**src/hw/rtl/pccr_pkg.sv**
```systemverilog
`timescale 1ns / 1ps
// Shared types, constants and fixed-point helpers for the circle collision resolver.
package pccr_pkg;

    localparam int MAX_PARTICLES_DEF = 64;
    localparam int FRAC_BITS_DEF     = 16;

    // Configuration register map (index = paddr[2])
    localparam logic REG_RADIUS = 1'b0;
    localparam logic REG_PASSES = 1'b1;

    localparam logic [30:0] RADIUS_RST = 31'd32768;
    localparam logic [4:0]  PASSES_RST = 5'd1;
    localparam logic [4:0]  PASSES_MAX = 5'd16;

    // Shared multiplier geometry
    localparam int MUL_A_W = 34;
    localparam int MUL_B_W = 32;
    localparam int MUL_P_W = MUL_A_W + MUL_B_W;

    typedef struct packed {
        logic [31:0] px;
        logic [31:0] py;
        logic [31:0] vx;
        logic [31:0] vy;
        logic [30:0] mass;
    } t_particle;

    // Magnitude of a 33-bit two's complement difference of two 32-bit values
    function automatic logic [31:0] mag33(input logic [32:0] v);
        logic [32:0] neg_v;
        neg_v = -v;
        return v[32] ? neg_v[31:0] : v[31:0];
    endfunction

    // base +/- (sign * mag), saturated to 32 bits
    function automatic logic [31:0] sat_add(input logic [31:0] base, input logic neg,
                                            input logic [33:0] mag, input logic sub);
        logic signed [39:0] b;
        logic signed [39:0] m;
        logic signed [39:0] s;
        b = $signed({{8{base[31]}}, base});
        m = $signed({6'b0, mag});
        s = (neg ^ sub) ? (b - m) : (b + m);
        if (s > $signed(40'h00_7FFF_FFFF)) begin
            return 32'h7FFF_FFFF;
        end else if (s < $signed(40'hFF_8000_0000)) begin
            return 32'h8000_0000;
        end
        return s[31:0];
    endfunction

endpackage

```
**src/hw/rtl/pccr_mult.sv**
```systemverilog
`timescale 1ns / 1ps
// Shared unsigned multiplier with registered product.
module pccr_mult (
    input  logic                         i_clk,
    input  logic [pccr_pkg::MUL_A_W-1:0] i_a,
    input  logic [pccr_pkg::MUL_B_W-1:0] i_b,
    output logic [pccr_pkg::MUL_P_W-1:0] o_prod
);

    always_ff @(posedge i_clk) begin
        o_prod <= pccr_pkg::MUL_P_W'(i_a) * pccr_pkg::MUL_P_W'(i_b);
    end

endmodule

```
**config.mk**
```make
export PLATFORM = sky130hd
export DESIGN_NAME = pccr_mult
export DESIGN_NICKNAME = d
export VERILOG_FILES = /design/src/hw/rtl/pccr_pkg.sv /design/src/hw/rtl/pccr_mult.sv
export SDC_FILE = /design/constraint.sdc
export NUM_CORES = 2
export LEC_CHECK = 0
export BUFFER_PORTS_ARGS = -buffer_cell sky130_fd_sc_hd__buf_2
export CORE_ASPECT_RATIO = 1.25
export CORE_UTILIZATION = 37
export CTS_CLUSTER_SIZE = 12
export DETAILED_ROUTE_END_ITERATION = 12
export MAX_ROUTING_LAYER = met4
export PLACE_DENSITY = 0.53
export SLEW_MARGIN = 0
export SYNTH_ARGS = -nofsm -noshare
export SYNTH_HDL_FRONTEND = slang
export SYNTH_SLANG_ARGS = --single-unit
```
**constraint.sdc**
```tcl
create_clock -name i_clk -period 13.25 [get_ports i_clk]
set_input_delay 3.3125 -clock i_clk [delete_from_list [all_inputs] [get_ports i_clk]]
set_output_delay 3.3125 -clock i_clk [all_outputs]
set_load 0.005 [all_outputs]
```
# [After elaboration in Yosys (flattened, before gate mapping)]
# Index checks and enable logic that the tools add are counted.
[classes] n_addsub=0 mul=1 div=0 order_cmp=0 n_eq_ne=0 shift=0 mux=0 n_bitwise=0 n_reduce_logical=0
[op_table] operator="34-bit by 32-bit multiplier with 66-bit output" count=1
[totals] register_bits=66 latch_bits=0 mem_bits_rw=0 romBits=0 in_bits=67 output_inout_bits=66 wordCells=2 n_memories=0

# [Longest topological paths before layout]
[depth] word_depth=1 mapped_depth=29 depth_no_buf=27

# [Least setup slack after synthesis]
# No wires, ideal clock.
[synth_path] kind="input port to flip-flop" start="in i_b[2] (netlist bit)" end="reg o_prod[65] (netlist bit)" arrival_ns=10.360 required_time_ns=13.135 slack_ns=2.775 cell_stages=26 path_cell_list="clkbuf_1 clkbuf_1 nand2_1 fa_1 inv_1 fa_1 inv_1 fa_1 fa_1 inv_1 fa_1 inv_1 fa_1 inv_1 fa_1 fa_1 ha_1 a21oi_1 o21ai_0 nor2_1 a31oi_1 a21oi_1 o41a_1 o311ai_1 or4_1 and3_1"
[synth_via] elab_chain_len=1
[synth_rtl] item="start: declaration" line_no="pccr_mult.sv:6" source="input logic [pccr_pkg::MUL_B_W-1:0] i_b,"
[synth_rtl] item="34-bit by 32-bit multiplier with 66-bit output" line_no="pccr_mult.sv:11" source="o_prod <= pccr_pkg::MUL_P_W'(i_a) * pccr_pkg::MUL_P_W'(i_b);"
[synth_rtl] item="end signal: assignment" line_no="pccr_mult.sv:11"
[synth_rtl] item="end: declaration" line_no="pccr_mult.sv:7" source="output logic [pccr_pkg::MUL_P_W-1:0] o_prod"
# Every way passes these cells.

# [Final worst setup path]
[layout_path] start="in i_b[8] (netlist bit)" end="reg o_prod[61] (netlist bit)"
# Same word-level chain as after synthesis.

==> results.cfg <==
[finish]
layout_common_cells = fa_1 (956), inv_1 (938), nand2_1 (670)
syn_to_final_growth_pct = 5.513
final_cells = 5235
final_nets = 5225
drive_above_1_share_pct = 4.795
largest_registers = o_prod x66
largest_reg_flops = 66
layout_commonest_cell = fa_1
fin_area_um2 = 38200
largest-register = o_prod
fillers = 9826

[floorplan]
die_h_um = 351.7
core_um2 = 96450
row_count = 127
dieArea_um2 = 99100
die_w_um = 281.8
start_util_pct = 37.53
ios = 133

[detailed_routing]
drc_errors = 0
ant_nets = 0
viasPerCell = 5.043
drtPass1Iterations = 6
drtIter0Drc = 1271
vias = 26400
wl_per_cell_um = 21.79
drt-total-wl_um = 114100

[logic_synthesis]
synth.top_cells.by_area = fa_1 (53%), inv_1 (9.7%), ha_1 (9.2%)
synth-simple-area-share_pct = 16.74
synthAdderAreaFrac_pct = 62.03
synth_area_um2 = 36200
syn_avg_cell_area_um2 = 9.075
ys_seq_area_share_pct = 3.650
synth_edf_count = 0
async_flop_share_pct = 0
synth_warnings = 0
synth_ff_type = dfxtp_1
synth_top_area_share_pct = 52.87
synth-seq-cells = 66
synth_compound_area_share_pct = 3.906
synthXorXnorAreaFrac_pct = 1.524
synth_top_area_cell = fa_1
ys_types = 55
synthMuxAreaShare_pct = 0.02765
syn_nets = 5277
syn_inst = 3989
synth_top_family_by_area = adder cells

[placed_design]
hpwl_um = 90120
place_congestion = 0.9177
placedCellCount = 5216
dpl-instance-area_um2 = 37870
port_buffers = 132

[cts]
h-tree-depth = 3
cts_tree = done
cts_setup_buffers = 0
cts_buffers = 9
cts_root_buffer = clkbuf_16
clk_pin_slew_worst_paths_ns = 0.06
ctsResizeCount = 0
cts-hold-fix-buffers = 0
clk_path_buf_depth = 2
cts.sinks = 66

[setup_path]
cp_max_fo = 34
crit_top_cell = fa_1
endpoint_kind = register
critical_path.endpoint = o_prod[61]
path_delay_family = adder cells
crit_buf_inv = 7
slowest_delay_ns = 0.71
cp.required_ns = 13.49
cp-start-kind = primary input
cp.depth = 26
setup.worst_path.start = i_b[8]
cp_data_arrival_time_ns = 11.51
path_class = primary input to register
cpMaxStageDelayCell = buf_2

[grt]
antenna_found_initial = 7
grt_pass1_vias = 29620
grt_use_total_pct = 24.89
gr-total-overflow = 0
grt_max_degree = 35
grt_pass1_wl_um = 176800

[timing]
tightest_slew_ns = 1.065
holdWs_ns = 3.633
relSlewSlack_pct = 28.99
setup_tns_ns = 0
final.period_utilization_pct = 85.02
hold_viol_final = 0
post-route-min-period_ns = 11.27
max_freq_ghz = 0.08877
slew_viol_final = 0
rsz0062_at_grt = false
setup_viol = 0

[min_path]
hold_depth = 2
hold_path_class = primary input to register

[job]
maxCapViolCount = 0

[status]
outcome = complete, no violations
cell type report:
cell class / instances / area (um2) / share of cell area, %
clock inverter: 5 / 77.57 / 0.2031
multi-input combinational: 2755 / 30490 / 79.82
clock buffer: 11 / 242.7 / 0.6355
timing repair buffer: 167 / 923.4 / 2.417
tap: 1290 / 1614 / 4.226
inverter: 938 / 3521 / 9.218
antenna: 3 / 7.507 / 0.01965
sequential: 66 / 1321 / 3.459
cell families after synthesis:
kind of cell    count (synthesis)
compound gates                217
xor+xnor                       63
fa+ha+maj                    1221
buf+inv                      1168
flops                          66
mux                             1
simple gates                 1253
through the flow:
stage / setup WS (ns) / utilization [%]
6_report: 1.984 / 39.60
5_1_grt: 1.531 / 39.60
4_1_cts: 2.028 / 39.59
3_5_place_dp: 1.669 / 39.26
3_3_place_gp: 1.780 / 39.26
2_1_floorplan: 2.775 / -
metal layers:
layer	track usage, %	vias up	share of wire [%]
li1	-	11400	-
met2	45.40	708	54
met1	27.84	14080	37
met3	2.014	207	3.6
met4	10.35	0	4.9
met5	-	-	0
cells in the mapped netlist, drive strengths merged (3+ instances only):
library cell  number
fa               956
a21o              32
inv              938
o221a              3
dfxtp             66
o311ai             4
nand2b             6
ha               265
a21oi             77
o31ai              5
a211oi             6
nor4               3
o41a               3
nor2b              4
nand3             14
o21a               8
o21bai             7
nor3              13
xnor2             39
a31oi              9
xor2              24
nand2            670
and2             476
o211ai             9
a21boi             4
nor2              33
and3               7
buf                4
o21ai             32
nand4             18
clkbuf           226
and4               4
how the worst min path moves through the flow:
stage | from | endpoint | slack, ns
final | i_a[0] | o_prod[0] | 3.63
after global routing | i_a[0] | o_prod[0] | 3.65
after CTS | i_a[0] | o_prod[0] | 3.63
after detailed placement | o_prod[15] | o_prod[15] | 3.69
after global placement | o_prod[31] | o_prod[31] | 3.69
after floorplan | i_b[0] | o_prod[0] | 3.44
Power is left out: the tool's default activity adds up to more than one toggle a clock period on the data nets, which glitch-free logic cannot reach.
