--- config.mk ---
export PLATFORM = sky130hd
export DESIGN_NAME = pccr_sqrt
export DESIGN_NICKNAME = d
export VERILOG_FILES = /design/src/hw/rtl/pccr_sqrt.sv
export SDC_FILE = /design/constraint.sdc
export NUM_CORES = 1
export LEC_CHECK = 0
export BUFFER_PORTS_ARGS = -buffer_cell sky130_fd_sc_hd__buf_2
export CAP_MARGIN = 20
export CORE_MARGIN = 2
export CORE_UTILIZATION = 40
export DETAILED_ROUTE_END_ITERATION = 8
export GPL_TIMING_DRIVEN = 0
export PLACE_DENSITY_LB_ADDON = 0.12
export SLEW_MARGIN = 25
export SYNTH_ARGS = -nofsm -noshare
export SYNTH_HDL_FRONTEND = slang
export SYNTH_SLANG_ARGS = --single-unit
--- constraint.sdc ---
create_clock -name i_clk -period 11.1 [get_ports i_clk]
set_input_delay 1.665 -clock i_clk [delete_from_list [all_inputs] [get_ports i_clk]]
set_output_delay 1.665 -clock i_clk [all_outputs]
set_load 0.005 [all_outputs]
--- src/hw/rtl/pccr_sqrt.sv ---
`timescale 1ns / 1ps
// Integer square root of a 64-bit value, one root bit per cycle.
module pccr_sqrt (
    input  logic        i_clk,
    input  logic        i_rst_n,
    input  logic        i_start,
    input  logic [63:0] i_value,
    output logic        o_done,
    output logic [31:0] o_root
);

    logic        r_busy;
    logic [4:0]  r_cnt;
    logic [33:0] r_rem;
    logic [31:0] r_root;
    logic [63:0] r_val;
    logic        r_done;

    logic [33:0] rem_sh;
    logic [33:0] trial;
    logic [34:0] diff;

    // bring in two radicand bits, try root*4+1
    always_comb begin
        rem_sh = {r_rem[31:0], r_val[63:62]};
        trial  = {r_root, 2'b01};
        diff   = {1'b0, rem_sh} - {1'b0, trial};
    end

    always_ff @(posedge i_clk) begin
        if (!i_rst_n) begin
            r_busy <= 1'b0;
            r_done <= 1'b0;
            r_cnt  <= '0;
        end else begin
            r_done <= 1'b0;
            if (i_start) begin
                r_busy <= 1'b1;
                r_cnt  <= '0;
                r_rem  <= '0;
                r_root <= '0;
                r_val  <= i_value;
            end else if (r_busy) begin
                r_val <= {r_val[61:0], 2'b00};
                if (!diff[34]) begin
                    r_rem  <= diff[33:0];
                    r_root <= {r_root[30:0], 1'b1};
                end else begin
                    r_rem  <= rem_sh;
                    r_root <= {r_root[30:0], 1'b0};
                end
                r_cnt <= r_cnt + 5'd1;
                if (r_cnt == 5'd31) begin
                    r_busy <= 1'b0;
                    r_done <= 1'b1;
                end
            end
        end
    end

    assign o_done = r_done;
    assign o_root = r_root;

endmodule

## After elaboration in Yosys (flattened, before gate mapping)

Cells that the tools add are included.

| word-level totals | value |
|---|---|
| word-level logic and storage cells | 25 |
| output and inout bits | 33 |
| bits in registers | 135 |
| input port bits | 67 |

| operators by class | value |
|---|---|
| $add $sub $neg | 2 |
| bitwise logic cells | 2 |
| multiplexer cells | 10 |
| reductions and logical operators | 4 |
| equal/unequal tests | 1 |

Operators with widths:

| operator | number |
|---|---|
| $mux W64 | 2 |
| $mux W32 | 3 |
| $sub A34 B34 Y35 | 1 |
| $add A5 B1 Y5 const B | 1 |
| $eq A5 B5 Y1 const B | 1 |
| $mux W1 | 5 |
| $reduce_or A3 Y1 | 1 |
| $not A1 Y1 | 2 |
| $reduce_and A2 Y1 | 1 |
| $reduce_bool A2 Y1 | 1 |
| $reduce_or A2 Y1 | 1 |

## Longest topological paths before layout

| logic depth | value |
|---|---|
| word-level depth | 4 |
| depth in mapped cells | 13 |
| mapped depth without buffers | 11 |

## Worst setup path after synthesis

No wires, ideal clock.

| timing | value |
|---|---|
| path type | input to register |
| start | in i_start |
| end | reg r_root[0] (netlist: o_root[0]), enable pin |
| setup slack | 5,765 ps |
| setup time | 499 ps |
| stages on the path | 2 |
| required time | 10,601 ps |
| arrival time | 4,836 ps |
| cell sequence | clkbuf_1 o21a_1 |

| on the way | value |
|---|---|
| word-level cells in the longest chain between the ends | 2 |

RTL lines:

| what | RTL line | text |
|---|---|---|
| start, declared | 6 | `input logic i_start,` |
| $reduce_bool A2 Y1 (no line) | -- |  |
| $reduce_and A2 Y1 (no line) | -- |  |
| end signal, assigned | 47 | `r_root <= {r_root[30:0], 1'b1};` |
| end signal, assigned | 50 | `r_root <= {r_root[30:0], 1'b0};` |
| end, declared | 15 | `logic [31:0] r_root;` |

No other way between the ends.
A chain may end at the register's enable or synchronous reset.

## Final worst setup path

| timing | value |
|---|---|
| start | reg r_root[10] (netlist: o_root[10]) |
| end | reg r_rem[6], data pin |

| on the way | value |
|---|---|
| word-level cells in the longest chain between the ends | 3 |

RTL lines:

| what | RTL line | text |
|---|---|---|
| $sub A34 B34 Y35 | 27 | `diff = {1'b0, rem_sh} - {1'b0, trial};` |
| $mux W32 | 45 | `if (!diff[34]) begin` |
| $mux W32 | 43 | `end else if (r_busy) begin` |
| end signal, assigned | 46 | `r_rem <= diff[33:0];` |
| end signal, assigned | 49 | `r_rem <= rem_sh;` |
| end, declared | 14 | `logic [33:0] r_rem;` |

No other way between the ends. The select of a mux whose other input is x is not followed.

==> results.md <==
* Post-synth EDFFs at 128
* DR WL met2 at roughly 7000 um
* Commonest non-fill, non-tap cell in the layout: edfxtp_1
* Avg Inst Size Synth at about 12 sq um
* Worst-Margin Slew at 672 ps
* Layout cells sized above 1 at between 20% and 30%
* WP data arrival at 3440 ps
* Syn Nets at 698
* First-pass GRT wire length at between 20000 and 25000 um
* Peak VDD IR at around 100 uV
* Gr ovfl total at 0
* Post-CTS setup buffer count at 0
* Core area at 17800 sq um
* Status: finished clean
* Final Cell Area at 8700 sq um
* Async SR Flop Fraction at 0%
* Area growth, synth to finish at 20.4%
* Setup tns final at 0 ps
* Top layer in use: met4
* Total GRT Usage at roughly 16%
* CP Class: flop to flop
* Final WL at 14700 um
* Max-Cap Viols at 0
* CTS tree: built
* RSZ-0062 raised after global routing: false
* Crit-path max FO at 10
* Vias in the first global route at 4997
* I/O pin total at 100
* Clk Latency, worst-skew pair at 420 ps
* DP HPWL at about 11000 um
* Worst Setup SP: o_root[10]
* Synth warn at 0
* Fin crit share at between 20 and 30%
* Hold Path Class: flop to flop
* Crit path time final at around 3300 ps
* Largest net degree at the start of global routing at 47
* Rel. slew slack at 55.2%
* Vias at between 4000 and 5000
* Syn Inst Count at 596
* Antenna Nets Post-Route at 0
* Via density at around 5.1
* # DRC at 0
* Met3 routed wirelength at about 900 um
* Inserted Diodes at 0
* Die ar. at between 15000 and 20000 sq um
* Initial antenna violation count at 1
* Ys flop type: edfxtp_1
* Per-cell routed wire length at roughly 15 um
* LEAKAGE at around 0.0036 uW
* Final core utilization at around half
* Most frequent cells in the layout: edfxtp_1, buf_2, nor2_1
* Post-place instance area at just over 8000 sq um
* Wl on met1 at roughly 6600 um
* Power, Total at 1510 uW
* Pwr/cell area at 173 nW/um^2
* Drt first pass iters at 4
* Critical Path Sink Type: flop
* Post_cts resized at 0
* Hold_sp: r_cnt[4]
* Clock slew seen by the registers of the worst setup and hold paths at ~60 ps
* Mapped cell area at between 7000 and 8000 sq um
* Worst Setup Start Kind: flop
* H-tree depth at 4
* RR Startpoint: o_root[10]
* Root Buffer: clkbuf_16
* Initial Utilization at roughly two fifths
* Layout Nets at 817
* Routability cong. at between 0.8 and 0.9
* Height of the die at around 140 um
* Maximum clock frequency at about 300 MHz
* Std cell rows at 49
* Initial DRC Count at 371
* Clock Tree Buf Depth at 2
* CTS buffer count at 17
* #FFs+latches synth at between 100 and 150
* Cell variety after synth at 55
* Cts hold-fix bufs at 0
* Final hold violation count at 0
* PortBufs at 98
* Clock skew at between 8 and 9 ps
* Worst path required time at 11240 ps
* CTS sink cnt at roughly 140
* # setup viols final at 0
* Register area share after synthesis at between 50% and 60%
* DIE WIDTH at 138 um
* Pins over their slew limit at 0
[kinds of logic (layout without fill, tap and decap cells)]
kind of cell	Yosys count	count (layout)	share of synthesized area [%]
buf+inv	62	194	3.43
simple gates	150	150	9.35
compound gates	93	93	8.79
flops	135	135	55.1
xor+xnor	32	32	3.88
mux	89	89	13.4
fa+ha+maj	35	35	6.06
[synth_stat cells (all sizes together), types with 2 or more instances]
cell type  count  share of area (%)
buf            7               0.57
a31oi          4               0.35
nand2b         5               0.43
or3            2               0.17
o21ai         14                1.0
xnor2         21                2.5
nor3           4               0.28
a2111o         2               0.31
clkbuf        17               0.88
a21boi         2               0.21
dfxtp          7                1.9
and2           6               0.52
a211oi         3               0.38
mux2          62                9.7
a41oi          3               0.62
a21oi         33                2.4
o21bai         2               0.21
nor2          79                4.1
nor2b          5               0.43
a22o           2               0.24
o211ai         6               0.62
o2111ai        2               0.24
mux2i         27                3.7
a21o          10                1.0
nand4          4               0.35
inv           38                2.0
ha            35                6.1
xor2          11                1.3
edfxtp       128                 53
nand3          7               0.48
o21a           4               0.42
nand2         26                1.4
or2            2               0.17
and3           4               0.35
[path summary, 6_finish.rpt]
| path | end | slack (ps) | cells after the start |
|---|---|---|---|
| worst max-delay path | r_rem[6] | 7800 | 12 |
| worst min-delay path | r_cnt[4] | 510 | 2 |
| worst max register to register | r_rem[6] | 7800 | 12 |
| worst min register to register | r_cnt[4] | 510 | 2 |
[metrics by stage]
stage	std cells	hold WS [ps]	setup slack (ps)
floorplan	596	467	5770
global placement	923	481	4180
detailed placement	925	498	7450
CTS	957	515	7770
global route	957	545	7580
finish	957	513	7800
[metal layers]
metal | up-vias | GRT usage [%]
met3 | 19 | 5.16
met1 | 2291 | 19.8
met4 | 0 | 6.50
met5 | - | 0
met2 | 104 | 25.5
li1 | 2423 | -
[sequential cells by signal (all words and copies together), names as in the netlist]
name    flops
o_done      1
r_rem      32
r_val      64
r_busy      1
o_root     32
r_cnt       5
[cell type report]
| class | count | area [sq um] |
|---|---|---|
| Buffer | 24 | 105 |
| Clock buffer | 18 | 429 |
| Clock inverter | 14 | 211 |
| Fill cell | 1623 | 9140 |
| Inverter | 38 | 143 |
| Multi-Input combinational cell | 399 | 3010 |
| Sequential cell | 135 | 3980 |
| Tap cell | 229 | 287 |
| Timing Repair Buffer | 100 | 538 |
[power breakdown]
group          internal, uW  switching, uW  total, uW
registers               604           14.2        619
logic                   122            146        269
clock network           383            235        618
total                  1110            396       1510
[critical path, cell delays in order (launching register included)]
cell	delay [ps]
edfxtp_1	330
inv_1	60
ha_1	370
a21oi_1	230
o211ai_1	130
a21oi_1	240
nand2_2	140
a41oi_4	350
a211oi_2	130
o21ai_2	420
buf_4	300
mux2i_1	250
nor2_1	70
Note: power is estimated with default switching activity, not from simulation.
