==> config.mk <==
export PLATFORM = sky130hd
export DESIGN_NAME = pccr_div
export DESIGN_NICKNAME = d
export VERILOG_FILES = /design/src/hw/rtl/pccr_pkg.sv /design/src/hw/rtl/pccr_div.sv
export SDC_FILE = /design/constraint.sdc
export NUM_CORES = 1
export LEC_CHECK = 0
export BUFFER_PORTS_ARGS = -buffer_cell sky130_fd_sc_hd__buf_2
export CORE_ASPECT_RATIO = 2
export CORE_MARGIN = 5
export CORE_UTILIZATION = 31
export CTS_BUF_LIST = sky130_fd_sc_hd__clkbuf_16
export DETAILED_ROUTE_END_ITERATION = 8
export HOLD_SLACK_MARGIN = 0.05
export PLACE_DENSITY_LB_ADDON = 0.15
export SKIP_LAST_GASP = 1
export SYNTH_ARGS = -nofsm -noshare
export SYNTH_HDL_FRONTEND = slang
export SYNTH_SLANG_ARGS = --single-unit
==> constraint.sdc <==
create_clock -name i_clk -period 4.2 [get_ports i_clk]
set_input_delay 0.21 -clock i_clk [delete_from_list [all_inputs] [get_ports i_clk]]
set_output_delay 0.21 -clock i_clk [all_outputs]
set_load 0.05 [all_outputs]
==> src/hw/rtl/pccr_pkg.sv <==
`timescale 1ns / 1ps
// Shared types, constants and fixed-point helpers for the circle collision resolver.
package pccr_pkg;

    localparam int MAX_PARTICLES_DEF = 64;
    localparam int FRAC_BITS_DEF     = 16;

    // Configuration register map (index = paddr[2])
    localparam logic REG_RADIUS = 1'b0;
    localparam logic REG_PASSES = 1'b1;

    localparam logic [30:0] RADIUS_RST = 31'd32768;
    localparam logic [4:0]  PASSES_RST = 5'd1;
    localparam logic [4:0]  PASSES_MAX = 5'd16;

    // Shared multiplier geometry
    localparam int MUL_A_W = 34;
    localparam int MUL_B_W = 32;
    localparam int MUL_P_W = MUL_A_W + MUL_B_W;

    typedef struct packed {
        logic [31:0] px;
        logic [31:0] py;
        logic [31:0] vx;
        logic [31:0] vy;
        logic [30:0] mass;
    } t_particle;

    // Magnitude of a 33-bit two's complement difference of two 32-bit values
    function automatic logic [31:0] mag33(input logic [32:0] v);
        logic [32:0] neg_v;
        neg_v = -v;
        return v[32] ? neg_v[31:0] : v[31:0];
    endfunction

    // base +/- (sign * mag), saturated to 32 bits
    function automatic logic [31:0] sat_add(input logic [31:0] base, input logic neg,
                                            input logic [33:0] mag, input logic sub);
        logic signed [39:0] b;
        logic signed [39:0] m;
        logic signed [39:0] s;
        b = $signed({{8{base[31]}}, base});
        m = $signed({6'b0, mag});
        s = (neg ^ sub) ? (b - m) : (b + m);
        if (s > $signed(40'h00_7FFF_FFFF)) begin
            return 32'h7FFF_FFFF;
        end else if (s < $signed(40'hFF_8000_0000)) begin
            return 32'h8000_0000;
        end
        return s[31:0];
    endfunction

endpackage

==> src/hw/rtl/pccr_div.sv <==
`timescale 1ns / 1ps
// Restoring unsigned divider, one quotient bit per cycle.
module pccr_div #(
    parameter int DW = pccr_pkg::FRAC_BITS_DEF + 32,
    parameter int VW = 32
) (
    input  logic          i_clk,
    input  logic          i_rst_n,
    input  logic          i_start,
    input  logic [DW-1:0] i_dividend,
    input  logic [VW-1:0] i_divisor,
    output logic          o_done,
    output logic [DW-1:0] o_quot
);

    localparam int CNTW = $clog2(DW);

    logic            r_busy;
    logic [CNTW-1:0] r_cnt;
    logic [VW-1:0]   r_rem;
    logic [VW-1:0]   r_dvs;
    logic [DW-1:0]   r_q;
    logic            r_done;

    logic [VW:0]   rem_sh;
    logic [VW:0]   diff;
    logic          ge;

    // one trial subtraction per cycle
    always_comb begin
        rem_sh = {r_rem, r_q[DW-1]};
        diff   = rem_sh - {1'b0, r_dvs};
        ge     = !diff[VW];
    end

    always_ff @(posedge i_clk) begin
        if (!i_rst_n) begin
            r_busy <= 1'b0;
            r_done <= 1'b0;
            r_cnt  <= '0;
        end else begin
            r_done <= 1'b0;
            if (i_start) begin
                r_busy <= 1'b1;
                r_cnt  <= '0;
                r_rem  <= '0;
                r_dvs  <= i_divisor;
                r_q    <= i_dividend;
            end else if (r_busy) begin
                r_rem <= ge ? diff[VW-1:0] : rem_sh[VW-1:0];
                r_q   <= {r_q[DW-2:0], ge};
                r_cnt <= r_cnt + CNTW'(1);
                if (r_cnt == CNTW'(DW - 1)) begin
                    r_busy <= 1'b0;
                    r_done <= 1'b1;
                end
            end
        end
    end

    assign o_done = r_done;
    assign o_quot = r_q;

endmodule

# Word level (Yosys, flattened, before mapping)
# Cells that the tools add are included.
[totals] regBits=120 latch_bits=0 mem_bits_rw=0 romBits=0 output_inout_bits=49 n_memories=0
[op_classes] addsub=2 multipliers=0 div=0 order_cmp=0 n_eq_ne=1 shift=0 muxes=8 n_bitwise=2 n_reduce_logical=6
[op_table] op="$mux 48" count=2
[op_table] op="$mux 32" count=2
[op_table] op="$sub 33x32->33" count=1
[op_table] op="$add 6x1->6 const B" count=1
[op_table] op="$eq 6x6->1 const B" count=1
[op_table] op="$mux 1" count=4
[op_table] op="$reduce_and 2->1" count=2
[op_table] op="$reduce_or 3->1" count=1
[op_table] op="$not 1->1" count=2
[op_table] op="$reduce_bool 2->1" count=1
[op_table] op="$reduce_or 2->1" count=1
[op_table] op="$logic_not 1->1" count=1

# Logic depth before layout (Yosys ltp)
[depth] depth_word=4 ltp_mapped=15 depth_no_buf=12

# Worst setup path after synthesis
# OpenSTA, ideal clock, no wires.
[synth_timing] path_kind="register -> register" start="register r_q[47] (netlist: o_quot[47])" end="register r_rem[16], data pin" setup_time_ps=261 arrival_time_ps=3107 setup_slack_ps=832 stages_incl_launch_ff=14 n_path_buf=2 synth_period_minus_slack_ps=3368 path_cell_list="edfxtp_1 inv_1 ha_1 fa_1 nand2b_1 a21oi_1 o21a_1 a311o_1 a31o_1 buf_6 o41ai_4 or2_1 buf_6 a311o_1"
[synth_between] elab_chain_cells=3
[synth_rtl] element="from (decl)" line_no="pccr_div.sv:22" source="logic [DW-1:0] r_q;"
[synth_rtl] element="from (signal assigned)" line_no="pccr_div.sv:48" source="r_q <= i_dividend;"
[synth_rtl] element="from (signal assigned)" line_no="pccr_div.sv:51" source="r_q <= {r_q[DW-2:0], ge};"
[synth_rtl] element="$sub 33x32->33" line_no="pccr_div.sv:32" source="diff = rem_sh - {1'b0, r_dvs};"
[synth_rtl] element="$mux 32" line_no="pccr_div.sv:50" source="r_rem <= ge ? diff[VW-1:0] : rem_sh[VW-1:0];"
[synth_rtl] element="$mux 32" line_no="pccr_div.sv:49" source="end else if (r_busy) begin"
[synth_rtl] element="to (signal assigned)" line_no="pccr_div.sv:50"
[synth_rtl] element="to (decl)" line_no="pccr_div.sv:20" source="logic [VW-1:0] r_rem;"
# Every way passes these cells. The select of a mux whose other input is x is not followed.
# A chain may end at the register's enable or synchronous reset.

# Worst setup path after layout
[layout_timing] start="register r_q[47] (netlist: o_quot[47])" end="register r_rem[11], data pin"
# The elaborated chain is that of the path after synthesis.

==> flow_metrics.tcl <==
set metrics [dict create \
    status "completed" \
    route.detailed.drc 0 \
    dp_hpwl_mm 12.41 \
    antenna_found_initial 0 \
    clock_skew_ns 0.006870 \
    finalPower_mw 3.950 \
    synth_top_area_share_pct 51.40 \
    cts-root-buf "clkbuf_16" \
    synth_cell_type_count 53 \
    hp-class "input pin to flop" \
    cts.sinks 120 \
    sequentialPowerShare_pct 37.3 \
    internal_power_mw 2.780 \
    layout.cells.non_filler 1021 \
    rsz0062_at_grt "no" \
    final_util_pct 40.34 \
    clk_pin_slew_worst_paths_ns 0.06 \
    avgRoutedWirePerCell_um 16.60 \
    ys_async_sr_fraction_pct 0 \
    netSwitchingFraction_pct 29.63 \
    min_from "i_dividend[15]" \
    yosysMostFrequentCell "edfxtp_1" \
    synth_area_leader_cell "edfxtp_1" \
    fmax_mhz 277.5 \
    power_leakage_nw 3.457 \
    cpMostUsedCell "a21oi_1" \
    p_switching_mw 1.170 \
    combPwrFrac_pct 23.0 \
    p_clk_share_pct 39.6 \
    grt_pass1_vias 5485 \
    syn_inst 572 \
    setup-violations-final 0 \
    drt_pre_antenna_iters 4 \
    period_needed_ns 3.603 \
    ys_ff_latch 120 \
    portBuffers 131 \
    clock_latency_ns 0.43 \
    start_util_pct 31.27 \
    grt.overflow.total 0 \
    critPathTopFamily "compound AO/OA/AOI/OAI gates" \
    cp_slowest_cell "a31o_1" \
    synth_area_um2 6544 \
    place_congestion 0.8093 \
    whs_ns 0.08313 \
    clockBufferDepth 2 \
    grt_pass1_wl_mm 27.68 \
    regToRegStartpoint "o_quot[47]" \
    dieArea_um2 24290 \
    final_antenna_net_count 0 \
    crit_chain "inv_1 -> ha_1 -> fa_1 -> nand2b_1 -> a21oi_1 -> o21a_1 -> a311o_1 -> a31o_1 -> a41o_4 -> or2_1 -> buf_4 -> nand2_1 -> a21oi_1" \
    nFillCells 2072 \
    synth_commonest_cells "112 x edfxtp_1, 74 x nand2_1, 56 x a21oi_1" \
    final_net_count 856 \
    antenna_cells 0 \
    vias 5004 \
    pin_count 132 \
    dp.cells 957 \
    final_area_um2 8442 \
    dpl_worst_slack_ns 0.5927 \
    drive_gt1_share_pct 30.32 \
    critPathArrivalTime_ns 3.86 \
    fp.dieW_um 112.7 \
    layout_setup_ws_ns 0.5967 \
    htreeDepth 4 \
    grt_max_degree 78 \
    worst-setup-path-type "flop to flop" \
    cap_violations 0 \
    synthToLayoutAreaGrowth_pct 29.01 \
    grt_use_met1_pct 14.18 \
    dpl_cell_area_um2 7495 \
    slew_headroom_pct 37.26 \
    end_kind "flop" \
    hold_viol 0 \
    drt_iter0_markers 142 \
    met3_usage_pct 5.241 \
    grt.busiest_layer "met2" \
    irDropWorstVdd_mv 0.3137 \
    worstPathMaxFanout 13 \
    max_slew.worst_pin.slew_ns 0.9410 \
    startpoint "o_quot[47]" \
    period_share_pct 85.79 \
    grt_use_total_pct 14.42 \
    synth_ff_type "edfxtp_1" \
    setup_tns_ns 0 \
    drt-vias-per-instance 4.901 \
    synth_nets 689 \
    critPathLaunchType "flop" \
    cts_inserted_buffers 17 \
    syn_avg_cell_area_um2 11.44 \
    synth.top_cells.by_area "edfxtp_1 51%, mux2_2 8.3%, ha_1 6.3%" \
    num_rows 75 \
    crit_buf_inv 2 \
    core-area_um2 20930 \
    yosysWarnings 0 \
    required_ns 4.46 \
    slew_violations 0 \
    powerDensity_nw_per_um2 467.9 \
    yosysSeqAreaShare_pct 53.84 \
    met2_usage_pct 26.35 \
    cts_tree "yes" \
    synth_edf_count 112 \
    slowest_delay_ns 0.40 \
    wirelength_mm 16.95 \
    fp.dieH_um 215.5 \
]
## final cells by class
cell class	count	area (µm²)	area share, %
clock inverter	15	201.4	2.386
multi-input combinational	387	2758	32.67
timing repair buffer	172	1044	12.36
clock buffer	17	425.4	5.039
inverter	41	153.9	1.823
tap	269	336.6	3.987
sequential	120	3523	41.74
## final timing paths
check / slack, ns / depth (start not counted) / to
max: 0.60 / 13 / r_rem[11]
min: 0.08 / 2 / o_quot[15]
max reg2reg: 0.60 / 13 / r_rem[11]
min reg2reg: 0.50 / 2 / r_cnt[5]
## worst reg2reg max path: cells and delay by family (launching register included)
| family | cells | cell delay (ns) |
|---|---|---|
| AO/OA/AOI/OAI | 6 | 1.54 |
| adder cells (fa/ha/maj) | 2 | 0.60 |
| AND/OR/NAND/NOR | 3 | 0.57 |
| flip-flops | 1 | 0.39 |
| buffers and inverters | 2 | 0.35 |
## layer usage
metal  share of wire, %  up-vias
met3                7.0       27
met4                2.6        0
li1                   -     2445
met1                 37     2386
met5                  0        -
met2                 54      146
## power by group through the flow
stage	sequential (mW)	clock (mW)	combinational (mW)
final	1.47	1.57	0.909
after global routing	1.48	1.67	1.01
after detailed placement	1.50	0	0.892
after global placement	1.50	0	0.888
after floorplan	1.59	0	0.569
after CTS	1.48	1.61	0.921
## placed cells by master, fill, tap and decap left out, types with 17 or more instances in the layout
| cell type | instances |
|---|---|
| clkbuf_16 | 17 |
| nor2_1 | 21 |
| mux2_2 | 48 |
| o21ai_0 | 18 |
| xnor2_1 | 20 |
| nand2_1 | 74 |
| inv_1 | 41 |
| edfxtp_1 | 112 |
| dlygate4sd3_1 | 32 |
| buf_2 | 131 |
| a21oi_1 | 56 |
| ha_1 | 33 |
## repair_timing
item                                    CTS  global route
gates resized for setup                   0             0
buffers inserted                          0             0
endpoints found under the setup margin    0             0
endpoints found under the hold margin    32             0
hold buffers                             32             0
## logic make-up after synthesis
kind of cell | share of synthesized area, %
xor+xnor | 3.882
simple gates | 10.31
mux | 8.566
fa+ha+maj | 6.616
buf+inv | 4.149
flops | 53.84
compound gates | 12.64
## sequential cells by signal (all words and copies together) (netlist names)
signal	flops
o_done	1
o_quot	48
r_busy	1
r_cnt	6
r_dvs	32
r_rem	32
(Power assumes the default switching activity.)
